### config.mk
export PLATFORM = sky130hd
export DESIGN_NAME = pcc_queue
export DESIGN_NICKNAME = d
export VERILOG_FILES = /design/src/sv/pcc_queue.sv
export SDC_FILE = /design/constraint.sdc
export NUM_CORES = 1
export LEC_CHECK = 0
export BUFFER_PORTS_ARGS = -buffer_cell sky130_fd_sc_hd__buf_2
export CORE_MARGIN = 2
export CORE_UTILIZATION = 40
export CTS_CLUSTER_SIZE = 10
export DETAILED_ROUTE_END_ITERATION = 16
export GPL_TIMING_DRIVEN = 0
export SLEW_MARGIN = 20
export SYNTH_ARGS = -nofsm -noshare
export SYNTH_HDL_FRONTEND = slang
export SYNTH_SLANG_ARGS = --single-unit
export TNS_END_PERCENT = 100
### constraint.sdc
create_clock -name clk -period 1.8 [get_ports clk]
set_input_delay 0.09 -clock clk [delete_from_list [all_inputs] [get_ports clk]]
set_output_delay 0.09 -clock clk [all_outputs]
set_load 0.05 [all_outputs]
### src/sv/pcc_queue.sv
`default_nettype none

module pcc_queue #(
	parameter int W     = 8,
	parameter int DEPTH = 4
) (
	input  wire logic                         clk,
	input  wire logic                         arst_n,
	input  wire logic                         push,
	input  wire logic [W-1:0]                 din,
	input  wire logic                         pop,
	output logic      [W-1:0]                 dout,
	output logic      [$clog2(DEPTH+1)-1:0]   count
);

	localparam int PW = $clog2(DEPTH);
	localparam int CW = $clog2(DEPTH+1);

	logic [W-1:0]  mem_q [DEPTH];
	logic [PW-1:0] wr_ptr_q;
	logic [PW-1:0] rd_ptr_q;
	logic [CW-1:0] count_q;
	logic          do_pop;

	assign do_pop = pop && (count_q != '0);
	assign dout   = mem_q[rd_ptr_q];
	assign count  = count_q;

	always_ff @(posedge clk or negedge arst_n) begin
		if (!arst_n) begin
			wr_ptr_q <= '0;
			rd_ptr_q <= '0;
			count_q  <= '0;
		end else begin
			if (push) begin
				wr_ptr_q <= PW'(wr_ptr_q + 1'b1);
			end
			if (do_pop) begin
				rd_ptr_q <= PW'(rd_ptr_q + 1'b1);
			end
			case ({push, do_pop})
				2'b10:   count_q <= CW'(count_q + 1'b1);
				2'b01:   count_q <= CW'(count_q - 1'b1);
				default: count_q <= count_q;
			endcase
		end
	end

	always_ff @(posedge clk) begin
		if (push) begin
			mem_q[wr_ptr_q] <= din;
		end
	end

endmodule

`default_nettype wire

Word level (Yosys, flattened, before mapping) --
Memories as Yosys holds them, arrays and structs flattened. Cells that the tools add are included.
Operators by class: $add $sub $neg 4, eq/ne operators 2, multiplexer cells 3, reductions and logical operators 3
Operator list (count):
- 3-bit one-hot mux with 2 select lines | 1
- 2-bit by 1-bit adder with 2-bit output, second input constant | 2
- 3-bit by 1-bit adder with 3-bit output, second input constant | 1
- 3-bit nonzero test | 1
- 3-bit by 1-bit subtractor with 3-bit output, second input constant | 1
- 2-bit by 1-bit equality test with 1-bit output, second input constant | 1
- 2-bit equality test, second input constant | 1
- 1-bit two-way mux | 2
- 2-bit nonzero test | 1
- 1-bit logical AND | 1
Storage, ports and cells: register bits 7, bits in writable memories 32, input port bits 12, output and inout port bits 11, logic and storage cells 16, memories 1
Memory list:
- mem_q | depth 4, bits a word 8, read ports 1, clocked after Yosys merged registers in 0, wr ports 1, line 19 | logic [W-1:0] mem_q [DEPTH];

Longest topological paths before layout --
depth after elaboration 4, depth in mapped cells 7, gate-level depth less buffers 7

Worst setup path after synthesis --
No wires, ideal clock.
path kind flip-flop to flip-flop, start register count_q[0], in the netlist count[0], end register count_q[2], in the netlist count[2], library setup time 0.082 ns, arrival 1.891 ns, data required time 1.718 ns, slack -0.173 ns, cell stages (with the launch flop) 8, path buffers 0, clock period less this slack 1.973 ns, path through dfrtp_1 -> o31a_1 -> ha_1 -> inv_1 -> fa_1 -> xor2_1 -> nor2_1 -> xor2_1
On the way: longest elaborated chain between the ends 4, elaborated cells between the ends (all ways) 8, those cells by class 2 x add/sub; 2 x eq/ne; 1 x mux; 3 x reduce/logical
RTL lines:
- start: declaration | line 22 | logic [CW-1:0] count_q;
- start signal: assignment | line 42 | 2'b10: count_q <= CW'(count_q + 1'b1);
- start signal: assignment | line 43 | 2'b01: count_q <= CW'(count_q - 1'b1);
- start signal: assignment | line 44 | default: count_q <= count_q;
- 3-bit nonzero test (*) | line 25 | assign do_pop = pop && (count_q != '0);
- 1-bit logical AND (*) | line 25
- named net do_pop | line 23 | logic do_pop;
- 2-bit by 1-bit equality test with 1-bit output / 2-bit equality test (equally long branches) | line 41 | case ({push, do_pop})
- 3-bit one-hot mux with 2 select lines / 2-bit nonzero test (equally long branches)
Mark *: on every way through the listed nets, which the timed path passes. The rest lies on a longest branch. A chain may end at the register's enable or synchronous reset.

Final worst setup path --
start register count_q[1], in the netlist count[1], end register count_q[1], in the netlist count[1]
Same word-level chain as after synthesis.

==> reports/results.txt <==
Startpoint types -> flip-flop
RSZ-0062 raised after global routing -> false
Adder-cell share of the synthesized area -> 0.0533
Hold WC Path Type -> in -> reg
Clock transition at path regs -> 70 ps
Drt initial violations -> 19
Switching part of the total -> 0.372
Final Non-Filler Cells -> 157
Total CTS buffers -> 5
Clk_lat worst skew -> 280 ps
Antenna violations before repair -> 0
Internal power -> 2.22 mW
GPL Wtd Cong -> 0.603
CTS H-tree lvls -> 2
Post-DR wirelength/cell -> 14.5 um
CP Max Fanout -> 4
Tot GR Track Use -> 0.119
Post-synthesis xor/xnor area fraction -> 0.0339
DRC viols -> 0
Reg2Reg Launch Point -> count[1]
Post-route design area -> 1870 sq um
Ranking of synthesized cells by area -> edfxtp_1 (62%), mux4_2 (12%), dfrtp_1 (11%), ha_1 (4.0%), xor2_1 (2.3%)
CTS tree -> yes
Flops & latches, synth -> 39
Yosys top cell area share -> 0.620
Synthesized area per cell -> 19.9 sq um
Setup WS post-layout -> 88.5 ps
MaxCap Viol Count -> 0
R2R depth -> 5
Power Density -> 1890 nW/um^2
Mux share of post-synthesis cell area -> 0.116
Seq/Total Area, Yosys -> 0.733
Effective utilization at floorplan -> 0.420
Via count -> 737
Largest family of logic cells by synthesized area -> multiplexers
Port bufs -> 22
P&R area growth vs syn -> 20.8%
Core area -> 3690 sq um
Finished Core Util -> 0.507
DIE WIDTH -> 66.2 um
Nets@finish -> 126
Reg power frac -> 0.372
Largest net degree at the start of global routing -> 13
LEAKAGE -> 0.708 nW
Gate power share -> 0.394
Number of diodes -> 0
Worst slew margin -> 0.684
R2r setup slk -> 90 ps
Clock share of power -> 0.234
Post-DP Area -> 1730 sq um
Fin. Hold Viols -> 0
Min Tclk post-route -> 1710 ps
Tightest Pin Transition -> 474 ps
Status -> completed
GRT Residual Overflow -> 0
Clock buffer depth -> 2
Synth cell count leaders -> edfxtp_1 (32), mux4_2 (8), dfrtp_1 (7), inv_1 (6), ha_1 (5)
Synth Area in Compound Gates -> 0.0121
Hold_sp -> din[5]
R2R Path End -> count[1]
Hold depth -> 1
Via-to-Cell Ratio -> 4.69
Post-CTS Repair Setup Buffers -> 0
Post_cts resized -> 0
Total Wirelength -> 2280 um
Distinct cells, synth -> 15
Critical path class -> reg -> reg
CP max-delay cell -> dfrtp_2
Final setup viols -> 0
Setup tns final -> 0 ps
Pre-CTS setup slack -> 97.4 ps
Post-synth top flop -> edfxtp_1
Fin. max-slew vios -> 0
Synth Instances -> 78
Dpl hpwl -> 1570 um
Critical Path Max Stage Delay -> 430 ps
Top achievable clock speed -> 0.584 GHz
Worst endpoint required time -> 1990 ps
Cell taking the most area after synthesis -> edfxtp_1
CTS root buf -> clkbuf_8
First-pass DRT Iterations -> 4
First-pass GRT wire length -> 3530 um
IO Count -> 23
Most numerous cell in the Yosys netlist -> edfxtp_1
Nature of the critical path endpoint -> flip-flop
Simple-gate share of the synthesized area -> 0.0258
CP Data Arrival Time -> 1900 ps
Cells along the critical path -> o31a_1 > ha_2 > inv_1 > fa_2 > o21ai_0
Layout cells sized above 1 -> 0.404
Die height -> 66.2 um
Worst-case hold path end point -> mem_q[0][5]
Vias in the first global route -> 752
Netlist Area Pre-Place -> 1550 sq um
Post-route clock period utilization -> 0.951
Row Count -> 22
Psw -> 1.31 mW
Ys async rst share -> 0.179
Synth warnings -> 0
Syn nets -> 96
Die area -> 4390 sq um
Clk_skew -> 2.20 ps
Sink Count -> 39
Placed cell count -> 148
EDFF count, synth -> 32
Final antenna-violating net count -> 0
Max VDD drop -> 0.000728 V
-- state kept, by name, summed over array words and instances (netlist names) --
register and cells:
mem_q 32, count 3, rd_ptr_q 2, wr_ptr_q 2
-- metrics by stage --
step                hold WS (ps)  power (mW)
floorplan                   -206        2.44
global placement           -67.8        2.72
detailed placement         -63.3        2.75
CTS                         10.8        3.58
global route                5.14        3.73
finish                      23.1        3.53
-- placed cells by master (no fill, tap or decap) --
cell type       n
clkbuf_2        1
fa_2            1
xnor2_1         2
buf_6           1
nand2_1         3
edfxtp_1       32
dfrtp_2         3
o21ai_0         2
bufinv_16       2
buf_2          22
mux4_2          8
clkbuf_8        5
ha_2            1
dlygate4sd3_1   1
xor2_1          4
nor2_1          1
ha_1            4
dfrtp_1         4
o31a_1          1
inv_1           6
clkbuf_1        1
and2_1          4
-- cell families after synthesis --
group | after synthesis
xor gates and xnor gates | 6
buffers and inverters | 8
AOI/OAI and AO/OA | 3
and+or+nand+nor | 8
muxes | 8
DFF | 39
adders and majority gates | 6
-- worst max path at each step --
stage | cells after the start | endpoint | start | slack, ps
finish | 5 | count[1] | count[1] | 90
detailed placement | 5 | count[1] | count[1] | 100
global route | 7 | count[2] | count[2] | 0.2
floorplan | 7 | count[2] | count[1] | 10
global placement | 7 | count[2] | count[1] | 130
CTS | 5 | count[1] | count[1] | 80
-- final cells by class --
cell class,instances,area (sq um)
Timing Repair Buffer,23,120
Multi-Input combinational cell,31,379
Sequential cell,39,1140
Clock buffer,6,72.6
Inverter,6,22.5
Buffer,2,16.3
Tap cell,48,60.1
Fill cell,332,1820
Clock inverter,2,60.1
-- critical path: cells and delay by family, from the launching register on --
kind | cells | cell delay, ps
flops | 1 | 430
fa+ha+maj | 2 | 630
compound gates | 2 | 510
buf+inv | 1 | 70
-- power groups by stage --
stage | registers [mW] | logic (mW) | clock network [mW]
after floorplan | 1.43 | 1.01 | 0
after global placement | 1.32 | 1.40 | 0
after detailed placement | 1.33 | 1.41 | 0
after CTS | 1.31 | 1.42 | 0.850
after global routing | 1.34 | 1.50 | 0.894
final | 1.31 | 1.39 | 0.827
-- layer usage --
| metal | global-route usage | wire (um) | vias to the layer above |
|---|---|---|---|
| li1 | - | - | 349 |
| met1 | 0.142 | 980 | 366 |
| met2 | 0.186 | 1140 | 20 |
| met3 | 0.0545 | 150 | 2 |
| met4 | 0.0459 | 12 | 0 |
| met5 | 0 | 0 | - |
-- what timing repair did --
item / in CTS / in global routing
hold endpoints to repair: 7 / 0
setup endpoints to repair: 0 / 0
hold buffers: 1 / 0
(Power assumes the default switching activity.)
