<file path="config.mk">
export PLATFORM = sky130hd
export DESIGN_NAME = pcc_front
export DESIGN_NICKNAME = d
export VERILOG_FILES = /design/src/sv/pcc_pkg.sv /design/src/sv/pcc_front.sv
export SDC_FILE = /design/constraint.sdc
export NUM_CORES = 2
export LEC_CHECK = 0
export BUFFER_PORTS_ARGS = -buffer_cell sky130_fd_sc_hd__buf_2
export CAP_MARGIN = 10
export CORE_MARGIN = 3
export CORE_UTILIZATION = 58
export CTS_CLUSTER_DIAMETER = 200
export CTS_CLUSTER_SIZE = 28
export DETAILED_ROUTE_END_ITERATION = 6
export HOLD_SLACK_MARGIN = 0.06
export MAX_ROUTING_LAYER = met4
export PLACE_DENSITY = 0.79
export REMOVE_ABC_BUFFERS = 1
export SKIP_CTS_REPAIR_TIMING = 1
export SLEW_MARGIN = 20
export SYNTH_ARGS = -nofsm -noshare
export SYNTH_HDL_FRONTEND = slang
export SYNTH_SLANG_ARGS = --single-unit
</file>
<file path="constraint.sdc">
create_clock -name clk -period 6.5 [get_ports clk]
set_input_delay 0.65 -clock clk [delete_from_list [all_inputs] [get_ports clk]]
set_output_delay 0.65 -clock clk [all_outputs]
set_load 0.02 [all_outputs]
</file>
<file path="src/sv/pcc_pkg.sv">
`default_nettype none

package pcc_pkg;

	localparam int SAMPLE_BITS_DEF = 16;
	localparam int MAX_PAIRS_DEF   = 4096;

	// Width of the sample and result fields on the ports.
	localparam int FIELD_W = 16;
	localparam int COUNT_W = 13;
	localparam int STATUS_W = 2;

	// Q2.14: one is 2^14, and the search runs over 0..Q_ONE.
	localparam int Q_ONE   = 16384;
	localparam int Q_W     = 15;
	// Numerator scale of the rounding search is 2 * Q_ONE = 2^15.
	localparam int A_SHIFT = 15;

	// Depth of the queue of finished sets between front and back.
	localparam int QUEUE_DEPTH = 4;

	localparam logic [STATUS_W-1:0] STAT_OK   = 2'd0;
	localparam logic [STATUS_W-1:0] STAT_FEW  = 2'd1;
	localparam logic [STATUS_W-1:0] STAT_FLAT = 2'd2;
	localparam logic [STATUS_W-1:0] STAT_OVF  = 2'd3;

	typedef struct packed {
		logic signed [FIELD_W-1:0] x_sample;
		logic signed [FIELD_W-1:0] y_sample;
		logic                      last_sample;
	} in_item_t;

	typedef struct packed {
		logic signed [FIELD_W-1:0] coefficient;
		logic [COUNT_W-1:0]        pair_count;
		logic [STATUS_W-1:0]       status;
	} out_item_t;

endpackage

`default_nettype wire

</file>
<file path="src/sv/pcc_front.sv">
`default_nettype none

module pcc_front import pcc_pkg::*; #(
	parameter int SAMPLE_BITS = SAMPLE_BITS_DEF,
	parameter int MAX_PAIRS   = MAX_PAIRS_DEF,
	parameter int NB          = $clog2(MAX_PAIRS+1),
	parameter int SW          = SAMPLE_BITS + NB,
	parameter int QW          = 2*SAMPLE_BITS + NB,
	parameter int SNAP_W      = 1 + NB + 2*SW + 3*QW
) (
	input  wire logic              clk,
	input  wire logic              arst_n,
	input  wire logic              in_valid,
	input  wire in_item_t          sample,
	output logic                   snap_push,
	output logic [SNAP_W-1:0]      snap,
	output logic [1:0]             lasts_pending
);

	localparam int SB = SAMPLE_BITS;

	logic                   v_s1, last_s1;
	logic signed [SB-1:0]   x_s1, y_s1;
	logic                   v_s2, last_s2;
	logic signed [SB-1:0]   x_s2, y_s2;
	logic signed [2*SB-1:0] xx_s2, yy_s2, xy_s2;

	logic [NB-1:0]          n_q, n_nx;
	logic signed [SW-1:0]   sx_q, sy_q, sx_nx, sy_nx;
	logic signed [QW-1:0]   sxx_q, syy_q, sxy_q, sxx_nx, syy_nx, sxy_nx;
	logic                   ovf_q, ovf_nx;
	logic                   at_max, add_en;

	always_ff @(posedge clk or negedge arst_n) begin
		if (!arst_n) begin
			v_s1    <= 1'b0;
			last_s1 <= 1'b0;
			v_s2    <= 1'b0;
			last_s2 <= 1'b0;
		end else begin
			v_s1    <= in_valid;
			last_s1 <= in_valid && sample.last_sample;
			v_s2    <= v_s1;
			last_s2 <= last_s1;
		end
	end

	always_ff @(posedge clk) begin
		x_s1  <= SB'(sample.x_sample);
		y_s1  <= SB'(sample.y_sample);
		x_s2  <= x_s1;
		y_s2  <= y_s1;
		xx_s2 <= x_s1 * x_s1;
		yy_s2 <= y_s1 * y_s1;
		xy_s2 <= x_s1 * y_s1;
	end

	// Once the set is full, further pairs only mark the overflow.
	assign at_max = (n_q == NB'(MAX_PAIRS));
	assign add_en = v_s2 && !at_max;

	always_comb begin
		n_nx   = add_en ? NB'(n_q + 1'b1) : n_q;
		sx_nx  = add_en ? SW'(sx_q + SW'(x_s2)) : sx_q;
		sy_nx  = add_en ? SW'(sy_q + SW'(y_s2)) : sy_q;
		sxx_nx = add_en ? QW'(sxx_q + QW'(xx_s2)) : sxx_q;
		syy_nx = add_en ? QW'(syy_q + QW'(yy_s2)) : syy_q;
		sxy_nx = add_en ? QW'(sxy_q + QW'(xy_s2)) : sxy_q;
		ovf_nx = ovf_q || (v_s2 && at_max);
	end

	assign snap_push     = v_s2 && last_s2;
	assign snap          = {ovf_nx, n_nx, sx_nx, sy_nx, sxx_nx, syy_nx, sxy_nx};
	assign lasts_pending = 2'(last_s1) + 2'(last_s2);

	always_ff @(posedge clk or negedge arst_n) begin
		if (!arst_n) begin
			n_q   <= '0;
			sx_q  <= '0;
			sy_q  <= '0;
			sxx_q <= '0;
			syy_q <= '0;
			sxy_q <= '0;
			ovf_q <= 1'b0;
		end else if (v_s2) begin
			if (last_s2) begin
				n_q   <= '0;
				sx_q  <= '0;
				sy_q  <= '0;
				sxx_q <= '0;
				syy_q <= '0;
				sxy_q <= '0;
				ovf_q <= 1'b0;
			end else begin
				n_q   <= n_nx;
				sx_q  <= sx_nx;
				sy_q  <= sy_nx;
				sxx_q <= sxx_nx;
				syy_q <= syy_nx;
				sxy_q <= sxy_nx;
				ovf_q <= ovf_nx;
			end
		end
	end

endmodule

`default_nettype wire

</file>
### Word level (Yosys, flattened, before mapping)

Index checks and enable logic that the tools add are counted.

| cells by class | value |
|---|---|
| add/sub/neg operators | 7 |
| reductions and logical operators | 6 |
| muxes and demuxes | 13 |
| equal/unequal tests | 1 |
| multiply operators | 3 |

Operator list:

| kind | number |
|---|---|
| two-way mux 45 bit | 6 |
| adder 45 x 32 -> 45 bit | 3 |
| two-way mux 29 bit | 4 |
| multiplier 16 x 16 -> 32 bit | 3 |
| adder 29 x 16 -> 29 bit | 2 |
| two-way mux 13 bit | 2 |
| adder 13 x 1 -> 13 bit (second input constant) | 1 |
| == test 13 bit (second input constant) | 1 |
| logical AND 1 bit | 4 |
| adder 1 x 1 -> 2 bit | 1 |
| logical NOT 1 bit | 1 |
| logical OR 1 bit | 1 |
| two-way mux 1 bit | 1 |

| storage, ports and cells | value |
|---|---|
| word-level logic and storage cells | 48 |
| input port bits | 36 |
| bits in registers | 371 |

### Longest topological paths before layout

| logic depth | value |
|---|---|
| depth after elaboration | 5 |
| depth in mapped cells | 27 |
| depth with buffers taken out | 26 |

### Worst setup path before layout

Ideal clock, no wire load.

| timing | value |
|---|---|
| path type | register -> register |
| start point | reg y_s1[15] |
| end point | reg yy_s2[31] |
| required time | 6.426 ns |
| setup slack | 0.317 ns |
| period minus slack after synthesis | 6.183 ns |
| cell stages (with the launch flop) | 23 |
| arrival | 6.108 ns |
| path through | dfxtp_1 -> clkbuf_1 -> clkinv_1 -> nor2_1 -> fa_1 -> fa_1 -> fa_1 -> fa_1 -> fa_1 -> inv_1 -> fa_1 -> inv_1 -> ha_1 -> and3_1 -> a221o_1 -> a21oi_1 -> nor3b_1 -> a21oi_1 -> nand2b_1 -> a31oi_1 -> o21ai_0 -> a21oi_1 -> a31oi_1 |

| between the ends | value |
|---|---|
| cells in the longest elaborated chain, start to end | 1 |

RTL lines:

| item | RTL line | RTL |
|---|---|---|
| start, declared | pcc_front.sv:23 | `logic signed [SB-1:0] x_s1, y_s1;` |
| start signal, assigned | pcc_front.sv:50 | `y_s1 <= SB'(sample.y_sample);` |
| multiplier 16 x 16 -> 32 bit | pcc_front.sv:54 | `yy_s2 <= y_s1 * y_s1;` |
| end signal, assigned | pcc_front.sv:54 |  |
| end, declared | pcc_front.sv:26 | `logic signed [2*SB-1:0] xx_s2, yy_s2, xy_s2;` |

No other way between the ends.
A chain may end at the register's enable or synchronous reset.

### Final worst setup path

| timing | value |
|---|---|
| start point | reg y_s1[6] |
| end point | reg xy_s2[29] |

| between the ends | value |
|---|---|
| cells in the longest elaborated chain, start to end | 1 |

RTL lines:

| item | RTL line | RTL |
|---|---|---|
| multiplier 16 x 16 -> 32 bit | pcc_front.sv:55 | `xy_s2 <= x_s1 * y_s1;` |
| end signal, assigned | pcc_front.sv:55 |  |
| end, declared | pcc_front.sv:26 |  |

No other way between the ends.

==> flow_metrics.env <==
export IMPL_syn_avg_cell_area_um2=8.924
export IMPL_syn_to_final_growth_pct=8.023
export IMPL_hold_violations=0
export IMPL_grt_pass1_wl_um=214800
export IMPL_setup_viol=0
export IMPL_setup_slack_ns=0.2285
export IMPL_clk_latency_ns=0.60
export IMPL_avgRoutedWirePerCell_um=18.79
export IMPL_ioPinCount=246
export IMPL_grt_setup_unrepaired="yes"
export IMPL_fmax_mhz=159.5
export IMPL_final_nets=7022
export IMPL_htreeDepth=1
export IMPL_slowest_delay_ns=0.53
export IMPL_start_util_pct=58.61
export IMPL_final_common_cell="inv_1"
export IMPL_drc_errors=0
export IMPL_via_per_inst=5.723
export IMPL_die_w_um=299.6
export IMPL_grt_pass1_vias=41438
export IMPL_path_class="reg -> reg"
export IMPL_ys_seq_elements=367
export IMPL_io_buffers=245
export IMPL_drive_above_1_share_pct=8.762
export IMPL_core_rowCount=107
export IMPL_ys_flop_type="dfrtp_1"
export IMPL_worst_path_buf_inv=6
export IMPL_wl_um=130600
export IMPL_relSlewSlack_pct=37.08
export IMPL_dr_max_layer_used="met4"
export IMPL_min_period_ns=6.271
export IMPL_path_delay_family="adder cells"
export IMPL_status="finished clean"
export IMPL_ys_warnings_count=0
export IMPL_setup_worst_path_end_class="flip-flop"
export IMPL_critPathSlowestCell="fa_1"
export IMPL_ys_seq_area_share_pct=16.81
export IMPL_synth_cells=5601
export IMPL_die_y_um=299.6
export IMPL_cts_buffers=17
export IMPL_drtPass1Iterations=6
export IMPL_holdCritPathClass="in -> async"
export IMPL_synth_cell_types=86
export IMPL_final_cell_mix="968 x inv_1, 733 x fa_1, 731 x nand2_1, 452 x ha_1"
export IMPL_core_um2=85280
export IMPL_cts_tree="yes"
export IMPL_grt_max_degree=109
export IMPL_async_reset_ff_share_pct=57.49
export IMPL_cts_root_buffer="clkbuf_16"
export IMPL_diodes=0
export IMPL_m1WireLength_um=54150
export IMPL_final_setup_skew_ns=0.03622
export IMPL_globalplace_congestion=0.9620
export IMPL_cts_sinks=367
export IMPL_wl_met2_um=61600
export IMPL_clockBufferDepth=3
export IMPL_grt_antenna_before_repair=3
export IMPL_synth_area_um2=49980
export IMPL_num_vias=39795
export IMPL_pre_cts_slack_ns=0.09300
export IMPL_hpwl_um=103100
export IMPL_dieArea_um2=89740
export IMPL_worstPathMaxFanout=27
export IMPL_clk_pin_slew_ns=0.13
export IMPL_dr_wl_met3_um=10860
export IMPL_synth_edff_count=0
export IMPL_maxCapViolations=0
export IMPL_drt_initial_drc_count=3167
export IMPL_tightest_slew_ns=0.9438
export IMPL_overflow=0
export IMPL_grt_usage_pct=30.52
export IMPL_min_period_over_period_pct=96.48
export IMPL_arrival_ns=6.81
export IMPL_postRouteAntennaNets=0
export IMPL_crit_top_cell="fa_1"
export IMPL_required_ns=7.04
export IMPL_drv_slew=0
export IMPL_start_kind="flip-flop"
[metrics by stage]
stage	setup TNS [ns]	util, %	hold slack, ns	cells	instance area [um2]
2_1_floorplan	-173.84	-	0.3312	5380	49150
3_3_place_gp	0	62.46	0.3360	6920	53260
3_5_place_dp	0	62.46	0.3357	6920	53260
4_1_cts	0	63.08	0.06908	6950	53800
5_1_grt	-0.05895	63.31	0.08555	6953	53990
6_report	0	63.31	0.03594	6953	53990
[path summary, 6_finish.rpt]
kind                                  from  cells past startpoint  slack [ns]                     to
min in group clk                 sample[6]                      1        0.13        y_s1[5]$_DFF_P_
min                                 arst_n                      1        0.04   sxy_q[4]$_DFFE_PN0P_
max in group asynchronous           arst_n                      2        5.22  syy_q[33]$_DFFE_PN0P_
min reg2reg                 v_s1$_DFF_PN0_                      0        0.37         v_s2$_DFF_PN0_
max                        y_s1[6]$_DFF_P_                     25        0.23      xy_s2[29]$_DFF_P_
max reg2reg                y_s1[6]$_DFF_P_                     25        0.23      xy_s2[29]$_DFF_P_
[logic make-up (layout without fill, tap and decap cells)]
kind of cell / Yosys count / after routing / synth area share [%]
flip-flops: 367 / 367 / 16.81
AO/OA/AOI/OAI: 1108 / 1108 / 14.98
adder cells (fa/ha/maj): 1188 / 1188 / 40.78
buffers and inverters: 1196 / 1404 / 8.991
multiplexers: 9 / 9 / 0.1852
XOR/XNOR: 289 / 289 / 5.064
AND/OR/NAND/NOR: 1444 / 1444 / 13.19
[worst register-to-register path, cell delays in order, from the launching register on]
cell and delay [ns]:
dfxtp_1 0.35, buf_12 0.16, buf_4 0.19, and2_1 0.16
fa_1 0.47, inv_1 0.05, fa_1 0.46, fa_1 0.53
inv_1 0.06, fa_1 0.49, fa_1 0.49, inv_1 0.05
fa_1 0.47, inv_1 0.04, ha_1 0.28, a21o_1 0.17
a21oi_1 0.18, o21ai_1 0.10, a31oi_1 0.25, nand3_1 0.13
o211a_1 0.27, a311o_1 0.30, a31oi_2 0.23, nor2b_1 0.08
nor2_1 0.15, xnor2_1 0.13
[synthesized netlist by cell type, types with 25 or more instances]
master,number,share of area (%)
and2_1,209,2.6
dfrtp_1,211,11
a21o_1,172,2.6
nor3_1,36,0.36
fa_1,735,29
xnor2_1,207,3.6
nor2b_1,33,0.41
clkbuf_1,202,1.5
o21a_1,34,0.51
a22oi_1,25,0.38
nand2b_1,32,0.40
nor2_1,225,1.7
a211oi_1,26,0.39
dfxtp_1,156,6.2
nand2_1,732,5.5
a21oi_1,247,2.5
o21ai_1,35,0.35
and3_1,27,0.34
ha_1,453,11
nand4_1,26,0.33
o2bb2ai_1,31,0.54
a31oi_1,30,0.38
inv_1,969,7.3
nand3_1,62,0.62
a22o_1,125,2.2
o21bai_1,42,0.63
o21ai_0,202,2.0
xor2_1,82,1.4
[registers in the layout (all words and copies together) (netlist names), 13 cells and up]
register  cells
sxx_q        45
n_q          13
sy_q         29
sxy_q        45
syy_q        45
x_s1         16
sx_q         29
x_s2         15
y_s1         16
xx_s2        31
y_s2         15
yy_s2        31
xy_s2        32
[layout make-up]
class | instances | area, um2
flip-flops and latches | 367 | 8423
clock buffers | 27 | 462.9
clock inverters | 3 | 68.82
repair buffers | 399 | 2698
fillers | 7026 | 31290
multi-input cells | 4038 | 37240
well taps | 1144 | 1431
inverters | 975 | 3669
[metal layers]
metal / track usage [%] / vias up
met5: - / -
met4: 7.945 / 0
met3: 4.744 / 283
met2: 49.60 / 1422
met1: 40.26 / 19693
li1: - / 18397
Power is not shown: default switching activity piles up to over one toggle a cycle in this logic, so the estimate is an artifact.
